**config.mk**
```make
export PLATFORM = sky130hd
export DESIGN_NAME = checksummed_frame_deframer_flat
export DESIGN_NICKNAME = d
export VERILOG_FILES = /design/src/design/cfd_pkg.sv /design/src/design/cfd_if.sv /design/src/design/checksummed_frame_deframer.sv /design/src/flat_wrapper.sv
export SDC_FILE = /design/constraint.sdc
export NUM_CORES = 1
export LEC_CHECK = 0
export BUFFER_PORTS_ARGS = -buffer_cell sky130_fd_sc_hd__buf_2
export CAP_MARGIN = 20
export CORE_MARGIN = 5
export CORE_UTILIZATION = 55
export CTS_BUF_LIST = sky130_fd_sc_hd__clkbuf_4 sky130_fd_sc_hd__clkbuf_8
export DETAILED_ROUTE_END_ITERATION = 12
export HOLD_SLACK_MARGIN = 0.12
export PLACE_DENSITY_LB_ADDON = 0.05
export SLEW_MARGIN = 25
export SYNTH_ARGS = -nofsm -noshare
export SYNTH_HDL_FRONTEND = slang
export SYNTH_SLANG_ARGS = --single-unit
export TNS_END_PERCENT = 30
```
**constraint.sdc**
```tcl
create_clock -name clk -period 2.68 [get_ports clk]
set_input_delay 0.134 -clock clk [delete_from_list [all_inputs] [get_ports clk]]
set_output_delay 0.134 -clock clk [all_outputs]
set_load 0.02 [all_outputs]
```
**src/design/cfd_pkg.sv**
```systemverilog
package cfd_pkg;

  localparam int DATA_W  = 8;
  localparam int POS_W   = 10;
  localparam int CFG_W   = 11;
  localparam int LEN_W   = 16;

  localparam logic [DATA_W-1:0] START_BYTE = 8'h7E;
  localparam logic [DATA_W-1:0] SUM_GOOD   = 8'hFF;

  localparam int               MAX_FRAME_DEF = 1024;
  localparam logic [CFG_W-1:0] MAX_LEN_RST   = 11'd1024;

  typedef enum logic [1:0] {
    ST_OK       = 2'd0,
    ST_BAD_SUM  = 2'd1,
    ST_TOO_LONG = 2'd2,
    ST_ZERO_LEN = 2'd3
  } status_t;

  typedef enum logic [4:0] {
    PH_HUNT    = 5'b00001,
    PH_LEN_HI  = 5'b00010,
    PH_LEN_LO  = 5'b00100,
    PH_PAYLOAD = 5'b01000,
    PH_CHECK   = 5'b10000
  } phase_t;

endpackage

```
**src/design/cfd_if.sv**
```systemverilog
interface cfd_in_if;
  logic                         valid;
  logic                         ready;
  logic [cfd_pkg::DATA_W-1:0]   rx_byte;

  modport source (output valid, output rx_byte, input ready);
  modport sink   (input valid, input rx_byte, output ready);
endinterface

interface cfd_out_if;
  logic                         valid;
  logic                         ready;
  logic [cfd_pkg::DATA_W-1:0]   data_byte;
  logic [cfd_pkg::POS_W-1:0]    position;
  logic                         frame_end;
  cfd_pkg::status_t             status;

  modport source (output valid, output data_byte, output position, output frame_end,
                  output status, input ready);
  modport sink   (input valid, input data_byte, input position, input frame_end,
                  input status, output ready);
endinterface

interface cfd_cfg_if;
  logic                         valid;
  logic                         ready;
  logic [cfd_pkg::CFG_W-1:0]    max_payload_length;

  modport source (output valid, output max_payload_length, input ready);
  modport sink   (input valid, input max_payload_length, output ready);
endinterface

```
**src/design/checksummed_frame_deframer.sv**
```systemverilog
// Frame deframer for a byte stream of the form 0x7E, length (16-bit big-endian),
// payload, checksum. Bytes before a start delimiter are dropped silently. Each
// payload byte comes out with its position (0 is the command byte); the checksum
// byte comes out with frame_end set and status ok or bad-sum (sum of payload and
// checksum must be 0xFF). A zero length, or one above the smaller of
// max_payload_length and MAX_FRAME, yields one error transaction on the low length
// byte and the deframer hunts again. One byte is taken every cycle while in_ch is not
// stalled: the frame state register and the output register both update when it is taken,
// and a result appears on out_ch in the cycle after its byte is taken. in_ch stalls only
// while a result sits unclaimed in the output register with out_ch.ready low.
// The cfg_ch write is always taken; a new maximum applies at the next length check.
module checksummed_frame_deframer #(
  parameter int MAX_FRAME = cfd_pkg::MAX_FRAME_DEF
) (
  input  logic              clk,
  input  logic              rst_n,
  cfd_in_if.sink            in_ch,
  cfd_out_if.source         out_ch,
  cfd_cfg_if.sink           cfg_ch
);

  localparam int CNT_W = (MAX_FRAME < 2) ? 1 : $clog2(MAX_FRAME + 1);

  cfd_pkg::phase_t               phase_r, phase_nxt;
  logic [cfd_pkg::DATA_W-1:0]    len_hi_r, len_hi_nxt;
  logic [CNT_W-1:0]              length_r, length_nxt;
  logic [CNT_W-1:0]              bytes_seen_r, bytes_seen_nxt;
  logic [cfd_pkg::DATA_W-1:0]    sum_r, sum_nxt;
  logic [cfd_pkg::CFG_W-1:0]     max_len_r;

  logic                          out_valid_r, res_valid;
  logic [cfd_pkg::DATA_W-1:0]    out_data_r, res_data;
  logic [cfd_pkg::POS_W-1:0]     out_pos_r, res_pos;
  logic                          out_end_r, res_end;
  cfd_pkg::status_t              out_status_r, res_status;

  logic                          in_acc;
  logic [cfd_pkg::LEN_W-1:0]     len_full;
  logic [cfd_pkg::DATA_W-1:0]    sum_inc;
  logic [CNT_W:0]                seen_inc;
  logic                          too_long;

  assign in_ch.ready  = !out_valid_r || out_ch.ready;
  assign in_acc       = in_ch.valid && in_ch.ready;
  assign cfg_ch.ready = 1'b1;

  assign len_full = {len_hi_r, in_ch.rx_byte};
  assign sum_inc  = sum_r + in_ch.rx_byte;
  assign seen_inc = {1'b0, bytes_seen_r} + 1'b1;
  // length field against the register and against the build-time ceiling
  assign too_long = (len_full > {5'd0, max_len_r}) ||
                    ({1'b0, len_full} > 17'(MAX_FRAME));

  always_comb begin
    phase_nxt      = phase_r;
    len_hi_nxt     = len_hi_r;
    length_nxt     = length_r;
    bytes_seen_nxt = bytes_seen_r;
    sum_nxt        = sum_r;
    res_valid      = 1'b0;
    res_data       = '0;
    res_pos        = '0;
    res_end        = 1'b0;
    res_status     = cfd_pkg::ST_OK;
    case (phase_r)
      cfd_pkg::PH_HUNT: begin
        if (in_ch.rx_byte == cfd_pkg::START_BYTE) begin
          phase_nxt      = cfd_pkg::PH_LEN_HI;
          bytes_seen_nxt = '0;
          sum_nxt        = '0;
        end
      end
      cfd_pkg::PH_LEN_HI: begin
        len_hi_nxt = in_ch.rx_byte;
        phase_nxt  = cfd_pkg::PH_LEN_LO;
      end
      cfd_pkg::PH_LEN_LO: begin
        if (len_full == '0) begin
          phase_nxt  = cfd_pkg::PH_HUNT;
          res_valid  = 1'b1;
          res_end    = 1'b1;
          res_status = cfd_pkg::ST_ZERO_LEN;
        end else if (too_long) begin
          phase_nxt  = cfd_pkg::PH_HUNT;
          res_valid  = 1'b1;
          res_end    = 1'b1;
          res_status = cfd_pkg::ST_TOO_LONG;
        end else begin
          // accepted length is at most MAX_FRAME, so it fits the counter
          length_nxt     = CNT_W'(len_full);
          bytes_seen_nxt = '0;
          sum_nxt        = '0;
          phase_nxt      = cfd_pkg::PH_PAYLOAD;
        end
      end
      cfd_pkg::PH_PAYLOAD: begin
        res_valid      = 1'b1;
        res_data       = in_ch.rx_byte;
        res_pos        = cfd_pkg::POS_W'(bytes_seen_r);
        sum_nxt        = sum_inc;
        bytes_seen_nxt = seen_inc[CNT_W-1:0];
        if (seen_inc >= {1'b0, length_r}) begin
          phase_nxt = cfd_pkg::PH_CHECK;
        end
      end
      cfd_pkg::PH_CHECK: begin
        sum_nxt    = sum_inc;
        res_valid  = 1'b1;
        res_data   = in_ch.rx_byte;
        res_end    = 1'b1;
        res_status = (sum_inc == cfd_pkg::SUM_GOOD) ? cfd_pkg::ST_OK : cfd_pkg::ST_BAD_SUM;
        phase_nxt  = cfd_pkg::PH_HUNT;
      end
      default: begin
        phase_nxt = cfd_pkg::PH_HUNT;
      end
    endcase
  end

  always_ff @(posedge clk) begin
    if (!rst_n) begin
      phase_r      <= cfd_pkg::PH_HUNT;
      len_hi_r     <= '0;
      length_r     <= '0;
      bytes_seen_r <= '0;
      sum_r        <= '0;
    end else if (in_acc) begin
      phase_r      <= phase_nxt;
      len_hi_r     <= len_hi_nxt;
      length_r     <= length_nxt;
      bytes_seen_r <= bytes_seen_nxt;
      sum_r        <= sum_nxt;
    end
  end

  always_ff @(posedge clk) begin
    if (!rst_n) begin
      max_len_r <= cfd_pkg::MAX_LEN_RST;
    end else if (cfg_ch.valid && cfg_ch.ready) begin
      max_len_r <= cfg_ch.max_payload_length;
    end
  end

  always_ff @(posedge clk) begin
    if (!rst_n) begin
      out_valid_r <= 1'b0;
    end else if (in_ch.ready) begin
      out_valid_r <= in_acc && res_valid;
    end
  end

  always_ff @(posedge clk) begin
    if (in_acc && res_valid) begin
      out_data_r   <= res_data;
      out_pos_r    <= res_pos;
      out_end_r    <= res_end;
      out_status_r <= res_status;
    end
  end

  assign out_ch.valid     = out_valid_r;
  assign out_ch.data_byte = out_data_r;
  assign out_ch.position  = out_pos_r;
  assign out_ch.frame_end = out_end_r;
  assign out_ch.status    = out_status_r;

`ifndef SYNTHESIS
  a_payload_ok: assert property (@(posedge clk) disable iff (!rst_n)
    out_valid_r && !out_end_r |-> out_status_r == cfd_pkg::ST_OK)
    else $error("payload transaction with non-ok status");

  a_error_clean: assert property (@(posedge clk) disable iff (!rst_n)
    out_valid_r && (out_status_r == cfd_pkg::ST_TOO_LONG ||
                    out_status_r == cfd_pkg::ST_ZERO_LEN)
    |-> out_end_r && out_data_r == '0 && out_pos_r == '0)
    else $error("length error transaction malformed");

  a_count_bound: assert property (@(posedge clk) disable iff (!rst_n)
    phase_r == cfd_pkg::PH_PAYLOAD |-> bytes_seen_r < length_r)
    else $error("payload counter passed frame length");

  a_check_ends: assert property (@(posedge clk) disable iff (!rst_n)
    in_acc && phase_r == cfd_pkg::PH_CHECK
    |=> out_valid_r && out_end_r && phase_r == cfd_pkg::PH_HUNT)
    else $error("checksum byte did not end the frame");

  a_hunt_quiet: assert property (@(posedge clk) disable iff (!rst_n)
    in_acc && phase_r == cfd_pkg::PH_HUNT |=> !out_valid_r)
    else $error("result produced while hunting");
`endif

endmodule

```
**src/flat_wrapper.sv**
```systemverilog
// flat-port wrapper written by rule: the top's interface ports become plain ports
module checksummed_frame_deframer_flat 
#(
  parameter int MAX_FRAME = cfd_pkg::MAX_FRAME_DEF
)
  (clk, rst_n, in_ch_valid, in_ch_rx_byte, in_ch_ready, out_ch_valid, out_ch_data_byte, out_ch_position, out_ch_frame_end, out_ch_status, out_ch_ready, cfg_ch_valid, cfg_ch_max_payload_length, cfg_ch_ready);
  cfd_in_if in_ch_i ();
  cfd_out_if out_ch_i ();
  cfd_cfg_if cfg_ch_i ();
  input  logic clk;
  input  logic rst_n;
  input wire logic [$bits(in_ch_i.valid)-1:0] in_ch_valid;
  input wire logic [$bits(in_ch_i.rx_byte)-1:0] in_ch_rx_byte;
  output wire logic [$bits(in_ch_i.ready)-1:0] in_ch_ready;
  output wire logic [$bits(out_ch_i.valid)-1:0] out_ch_valid;
  output wire logic [$bits(out_ch_i.data_byte)-1:0] out_ch_data_byte;
  output wire logic [$bits(out_ch_i.position)-1:0] out_ch_position;
  output wire logic [$bits(out_ch_i.frame_end)-1:0] out_ch_frame_end;
  output wire logic [$bits(out_ch_i.status)-1:0] out_ch_status;
  input wire logic [$bits(out_ch_i.ready)-1:0] out_ch_ready;
  input wire logic [$bits(cfg_ch_i.valid)-1:0] cfg_ch_valid;
  input wire logic [$bits(cfg_ch_i.max_payload_length)-1:0] cfg_ch_max_payload_length;
  output wire logic [$bits(cfg_ch_i.ready)-1:0] cfg_ch_ready;
  assign in_ch_i.valid = in_ch_valid;
  assign in_ch_i.rx_byte = in_ch_rx_byte;
  assign in_ch_ready = in_ch_i.ready;
  assign out_ch_valid = out_ch_i.valid;
  assign out_ch_data_byte = out_ch_i.data_byte;
  assign out_ch_position = out_ch_i.position;
  assign out_ch_frame_end = out_ch_i.frame_end;
  assign out_ch_status = out_ch_i.status;
  assign out_ch_i.ready = out_ch_ready;
  assign cfg_ch_i.valid = cfg_ch_valid;
  assign cfg_ch_i.max_payload_length = cfg_ch_max_payload_length;
  assign cfg_ch_ready = cfg_ch_i.ready;
  checksummed_frame_deframer #(.MAX_FRAME(MAX_FRAME)) u_core (.clk(clk), .rst_n(rst_n), .in_ch(in_ch_i), .out_ch(out_ch_i), .cfg_ch(cfg_ch_i));
endmodule
```
=== After elaboration in Yosys (flattened, before gate mapping) ===
Index checks and enable logic that the tools add are counted.

* Add/sub/neg operators: 2
* Mux-type cells: 21
* Reductions and logical operators: 14
* Equal/unequal tests: 11
* Order comparisons: 3
* Bitwise logic cells: 2

{| class="wikitable"
|+ Operators by type and width
! cell !! number
|-
| 2-to-1 mux 11 bit || 3
|-
| one-hot mux 11 bit (3 select lines) || 1
|-
| 2-to-1 mux 8 bit || 3
|-
| one-hot mux 8 bit (3 select lines) || 1
|-
| one-hot mux 5 bit (4 select lines) || 1
|-
| greater-than comparator 16 x 11 -> 1 bit || 1
|-
| greater-than comparator 16 x 11 -> 1 bit (second input constant) || 1
|-
| logical NOT 16 bit || 1
|-
| 2-to-1 mux 5 bit || 3
|-
| adder 11 x 1 -> 12 bit (second input constant) || 1
|-
| greater-or-equal comparator 12 x 11 -> 1 bit || 1
|-
| AND reduction 5 bit || 2
|-
| adder 8 bit || 1
|-
| equality test 8 x 7 -> 1 bit (second input constant) || 1
|-
| equality test 8 bit (second input constant) || 1
|-
| nonzero test 3 bit || 2
|-
| equality test 5 x 1 -> 1 bit (second input constant) || 1
|-
| equality test 5 x 2 -> 1 bit (second input constant) || 1
|-
| equality test 5 x 3 -> 1 bit (second input constant) || 1
|-
| equality test 5 x 4 -> 1 bit (second input constant) || 1
|-
| equality test 5 bit (second input constant) || 1
|-
| 2-to-1 mux 2 bit || 2
|-
| 2-to-1 mux 4 bit || 1
|-
| != test 2 x 1 -> 1 bit (second input constant) || 2
|-
| other kinds (12) || 19
|}

* Bits in registers: 76
* Word-level logic and storage cells: 64
* Output and inout bits: 24

=== Longest topological paths before layout ===
* Word-level depth: 6
* Mapped depth: 12

=== Worst setup path before layout ===
No wires, ideal clock.

* Path kind: register to register
* Start: reg u_core.bytes_seen_r[0]
* End: reg u_core.phase_r[1]
* Arrival: 2.665 ns
* Required time: 2.552 ns
* Clock period less this slack: 2.792 ns
* Slack: -0.112 ns
* Stages on the path, launching flop included: 13
* Cells stage by stage: dfxtp_1 > ha_1 > and3_1 > nand3_1 > and2_1 > or2_2 > ha_1 > o21a_1 > o2111ai_1 > a31oi_1 > o21ai_1 > mux2i_1 > nor2_1

* Cells in the longest elaborated chain, start to end: 4

{| class="wikitable"
|+ Ends and longest elaborated chain
! item !! RTL line !! text
|-
| from (decl) || checksummed_frame_deframer.sv:27 || <nowiki>logic [CNT_W-1:0] bytes_seen_r, bytes_seen_nxt;</nowiki>
|-
| from (signal assigned) || checksummed_frame_deframer.sv:131 || <nowiki>bytes_seen_r <= bytes_seen_nxt;</nowiki>
|-
| adder 11 x 1 -> 12 bit || checksummed_frame_deframer.sv:49 || <nowiki>assign seen_inc = {1'b0, bytes_seen_r} + 1'b1;</nowiki>
|-
| greater-or-equal comparator 12 x 11 -> 1 bit || checksummed_frame_deframer.sv:102 || <nowiki>if (seen_inc >= {1'b0, length_r}) begin</nowiki>
|-
| != test 2 x 1 -> 1 bit (no line) || n/a ||
|-
| AND reduction 3 bit (no line) || n/a ||
|-
| to (signal assigned) || checksummed_frame_deframer.sv:122 || <nowiki>phase_r <= cfd_pkg::PH_HUNT;</nowiki>
|-
| to (signal assigned) || checksummed_frame_deframer.sv:128 || <nowiki>phase_r <= phase_nxt;</nowiki>
|-
| to (decl) || checksummed_frame_deframer.sv:24 || <nowiki>cfd_pkg::phase_t phase_r, phase_nxt;</nowiki>
|}

No other way between the ends.
A chain may end at the register's enable or synchronous reset.

=== Worst setup path after layout ===
* Start: reg u_core.bytes_seen_r[0]
* End: reg u_core.phase_r[3]

The elaborated chain is that of the path after synthesis.

==> out/metrics.cfg <==
[power]
power.sequential.fraction_pct=52.7
clockPowerShare_pct=37.6
swShare_pct=24.7
intPower_w=0.00171
p_per_area_nw_per_um2=450
p_sw_w=0.000563
ir_worst_vdd_mv=0.304
p_total_w=0.00228
p_leak_nw=2.21
combPwrFrac_pct=9.7

[cells_and_area]
nNetsFinal=570
register_area_um2=1740
syn2layout_area_growth_pct=25.7
fillers=550
drive_gt1_share_pct=24.8
n_antenna_cell=0
multi_input_area_um2=2310

[critical_path]
cp_data_required_time_ns=2.96
critical_path_buf_inv_count=1
crit_arrival_ns=2.96
crit_slowest_cell=dfxtp_2
path_max_fanout=7
r2r_setup_slack_ns=0.002
worstSetupPathType=flop to flop
cp-start-kind=flop
crit_path_max_incr_delay_ns=0.37
crit_chain=ha_4 -> and3_4 -> nand3_4 -> buf_6 -> nor2_4 -> nand3_2 -> xnor2_2 -> ha_1 -> o2111ai_2 -> a31oi_4 -> o21ai_4 -> or3_1 -> a21oi_1
path_delay_family=simple AND/OR/NAND/NOR gates
cp-end-kind=flop

[global_routing]
busiest_layer=met2
grt_pass1_wl_um=15900
grt_max_degree=29
grt-ovfl-total=0
grtUsageMet1_pct=29.6
grtUsageMet2_pct=36.1
grt_usage_pct=22.7
met3_usage_pct=5.92
grt_pass1_vias=3318
antenna_found_initial=0

[detailed_routing]
via_per_inst=5.62
route.vias.total=3480
drcViolationCount=0
drtIter0Drc=160
dr.pass1.iters=5
routedWlPerCell_um=16.6
postRouteAntennaNets=0
wl_um=10300

[sta]
setup_viol=0
timing.final.ws_setup_ns=0.00190
grt_setup_unrepaired=true
slew_violations=0
clock_skew_ns=0.0108
finalSetupTns_ns=0
min_period_ns=2.68
min_period_over_period_pct=99.9
worst_pin_slew_ns=1.05
slew_headroom_pct=29.8
max_freq_mhz=373
hold_viol_final=0

[synthesis]
ys_seq_area_share_pct=43.0
syn_inst=434
netlist_area_um2=4030
syn_area_per_cell_um2=9.27
synth_top_area_share_pct=27.4
synth_edf_count=21
ys_types=57
synthArstFlopShare_pct=0
synth_area_leader_cell=dfxtp_1
synth_warnings=0
synth-main-ff-cell=dfxtp_1
ys_ff_latch=76
synth_nets=489
synth_area_leaders=dfxtp_1, edfxtp_1, ha_1, mux2i_1, nor2_1

[place]
portBuffers=46
dp_hpwl_um=6930
preCtsSetupSlack_ns=-0.0239
gp_congestion=0.922

[cts]
cts_buffers=9
clk_pin_slew_ns=0.08
clockBufferDepth=2
htreeDepth=3
insertion_delay_ns=0.36
numClockSinks=76
root_buffer=clkbuf_8
cts_tree=yes

[floorplan]
die_area_um2=9130
start_util_pct=56.1
io_pins=48
row_count=31
core_um2=7180
die_width_um=95.5
die_h_um=95.5

[status]
status=finished clean

[min_path]
min_path_type=input port to flop

[run]
cap_violations=0

layer usage:
layer / wire [µm] / vias up
met3: 669 / 26
met2: 4930 / 116
met1: 4470 / 1650
met4: 235 / 0
met5: 0 / -
li1: - / 1688
final timing paths:
kind	start	to	depth (start not counted)
max	u_core.bytes_seen_r[0]	u_core.phase_r[3]	13
min	in_ch_rx_byte[1]	u_core.length_r[1]	3
max reg2reg	u_core.bytes_seen_r[0]	u_core.phase_r[3]	13
min reg2reg	u_core.sum_r[4]	u_core.sum_r[4]	2
final cells by class:
class / instances / area share [%]
multi-input cells: 312 / 45.6
flip-flops and latches: 76 / 34.4
repair buffers: 87 / 11.7
clock buffers: 10 / 2.60
well taps: 99 / 2.45
inverters: 29 / 2.15
clock inverters: 6 / 1.09
worst register-to-register path, delay by kind of cell (launching register included):
kind	cells	cell delay [ns]
compound gates	4	0.58
xor+xnor	1	0.18
fa+ha+maj	2	0.47
buf+inv	1	0.14
flops	1	0.37
simple gates	5	0.86
power groups by stage:
stage	sequential, W	combinational, W	clock (W)
after floorplan	0.00122	0.000126	0
after global placement	0.00122	0.000187	0
after detailed placement	0.00122	0.000191	0
after CTS	0.00120	0.000207	0.000868
after global routing	0.00120	0.000243	0.000924
final	0.00120	0.000220	0.000857
synth_stat cells (all sizes together), types with 4 or more instances:
cell	instances
dfxtp	55
nor2	54
nand2	38
ha	30
inv	29
mux2i	29
edfxtp	21
o21ai	20
a21oi	15
and2	14
nand3	14
clkbuf	9
nor2b	9
buf	8
xnor2	8
nor4	6
xor2	6
a21o	5
o22ai	5
o32ai	5
and3	4
nand4	4
or2	4
layout by cell type (no fill, tap or decap), types with 9 or more instances in the layout:
cell / n
nor2_1: 52
dfxtp_1: 49
buf_2: 46
nand2_1: 38
inv_1: 29
mux2i_1: 29
ha_1: 27
buf_4: 25
edfxtp_1: 21
o21ai_0: 15
a21oi_1: 13
dlygate4sd3_1: 12
nand3_1: 11
and2_1: 11
nor2b_1: 9
clkbuf_8: 9
sequential cells by signal (all words and copies together) (netlist names):
register / flops
u_core.len_hi_r: 8
u_core.out_ch.position: 10
u_core.out_ch.frame_end: 1
u_core.phase_r: 5
u_core.out_ch.data_byte: 8
u_core.length_r: 11
u_core.out_ch.valid: 1
u_core.out_ch.status: 2
u_core.sum_r: 8
u_core.bytes_seen_r: 11
u_core.max_len_r: 11
what timing repair did:
| action | in CTS | in global routing |
|---|---|---|
| setup buffers | 0 | 5 |
| pin swaps | 0 | 12 |
| hold buffers | 12 | 0 |
| endpoints found under the setup margin | 4 | 39 |
| endpoints found under the hold margin | 12 | 0 |
| resized for setup | 4 | 41 |
per-stage QoR:
stage	cell area [µm²]	instances	hold WS, ns	utilization, %
6_report	5060	619	0.138	70.5
5_1_grt	5060	619	0.160	70.5
4_1_cts	4830	614	0.128	67.3
3_5_place_dp	4500	586	0.363	62.8
3_3_place_gp	4500	586	0.352	62.8
2_1_floorplan	4030	434	0.264	-
kinds of logic after synthesis:
logic type,share of synthesized area [%]
and+or+nand+nor,20.0
DFF,43.0
AOI/OAI and AO/OA,12.2
buffers and inverters,4.57
adders and majority gates,9.82
muxes,7.21
xor gates and xnor gates,3.05
other,0.0932
Note: power is estimated with default switching activity, not from simulation.
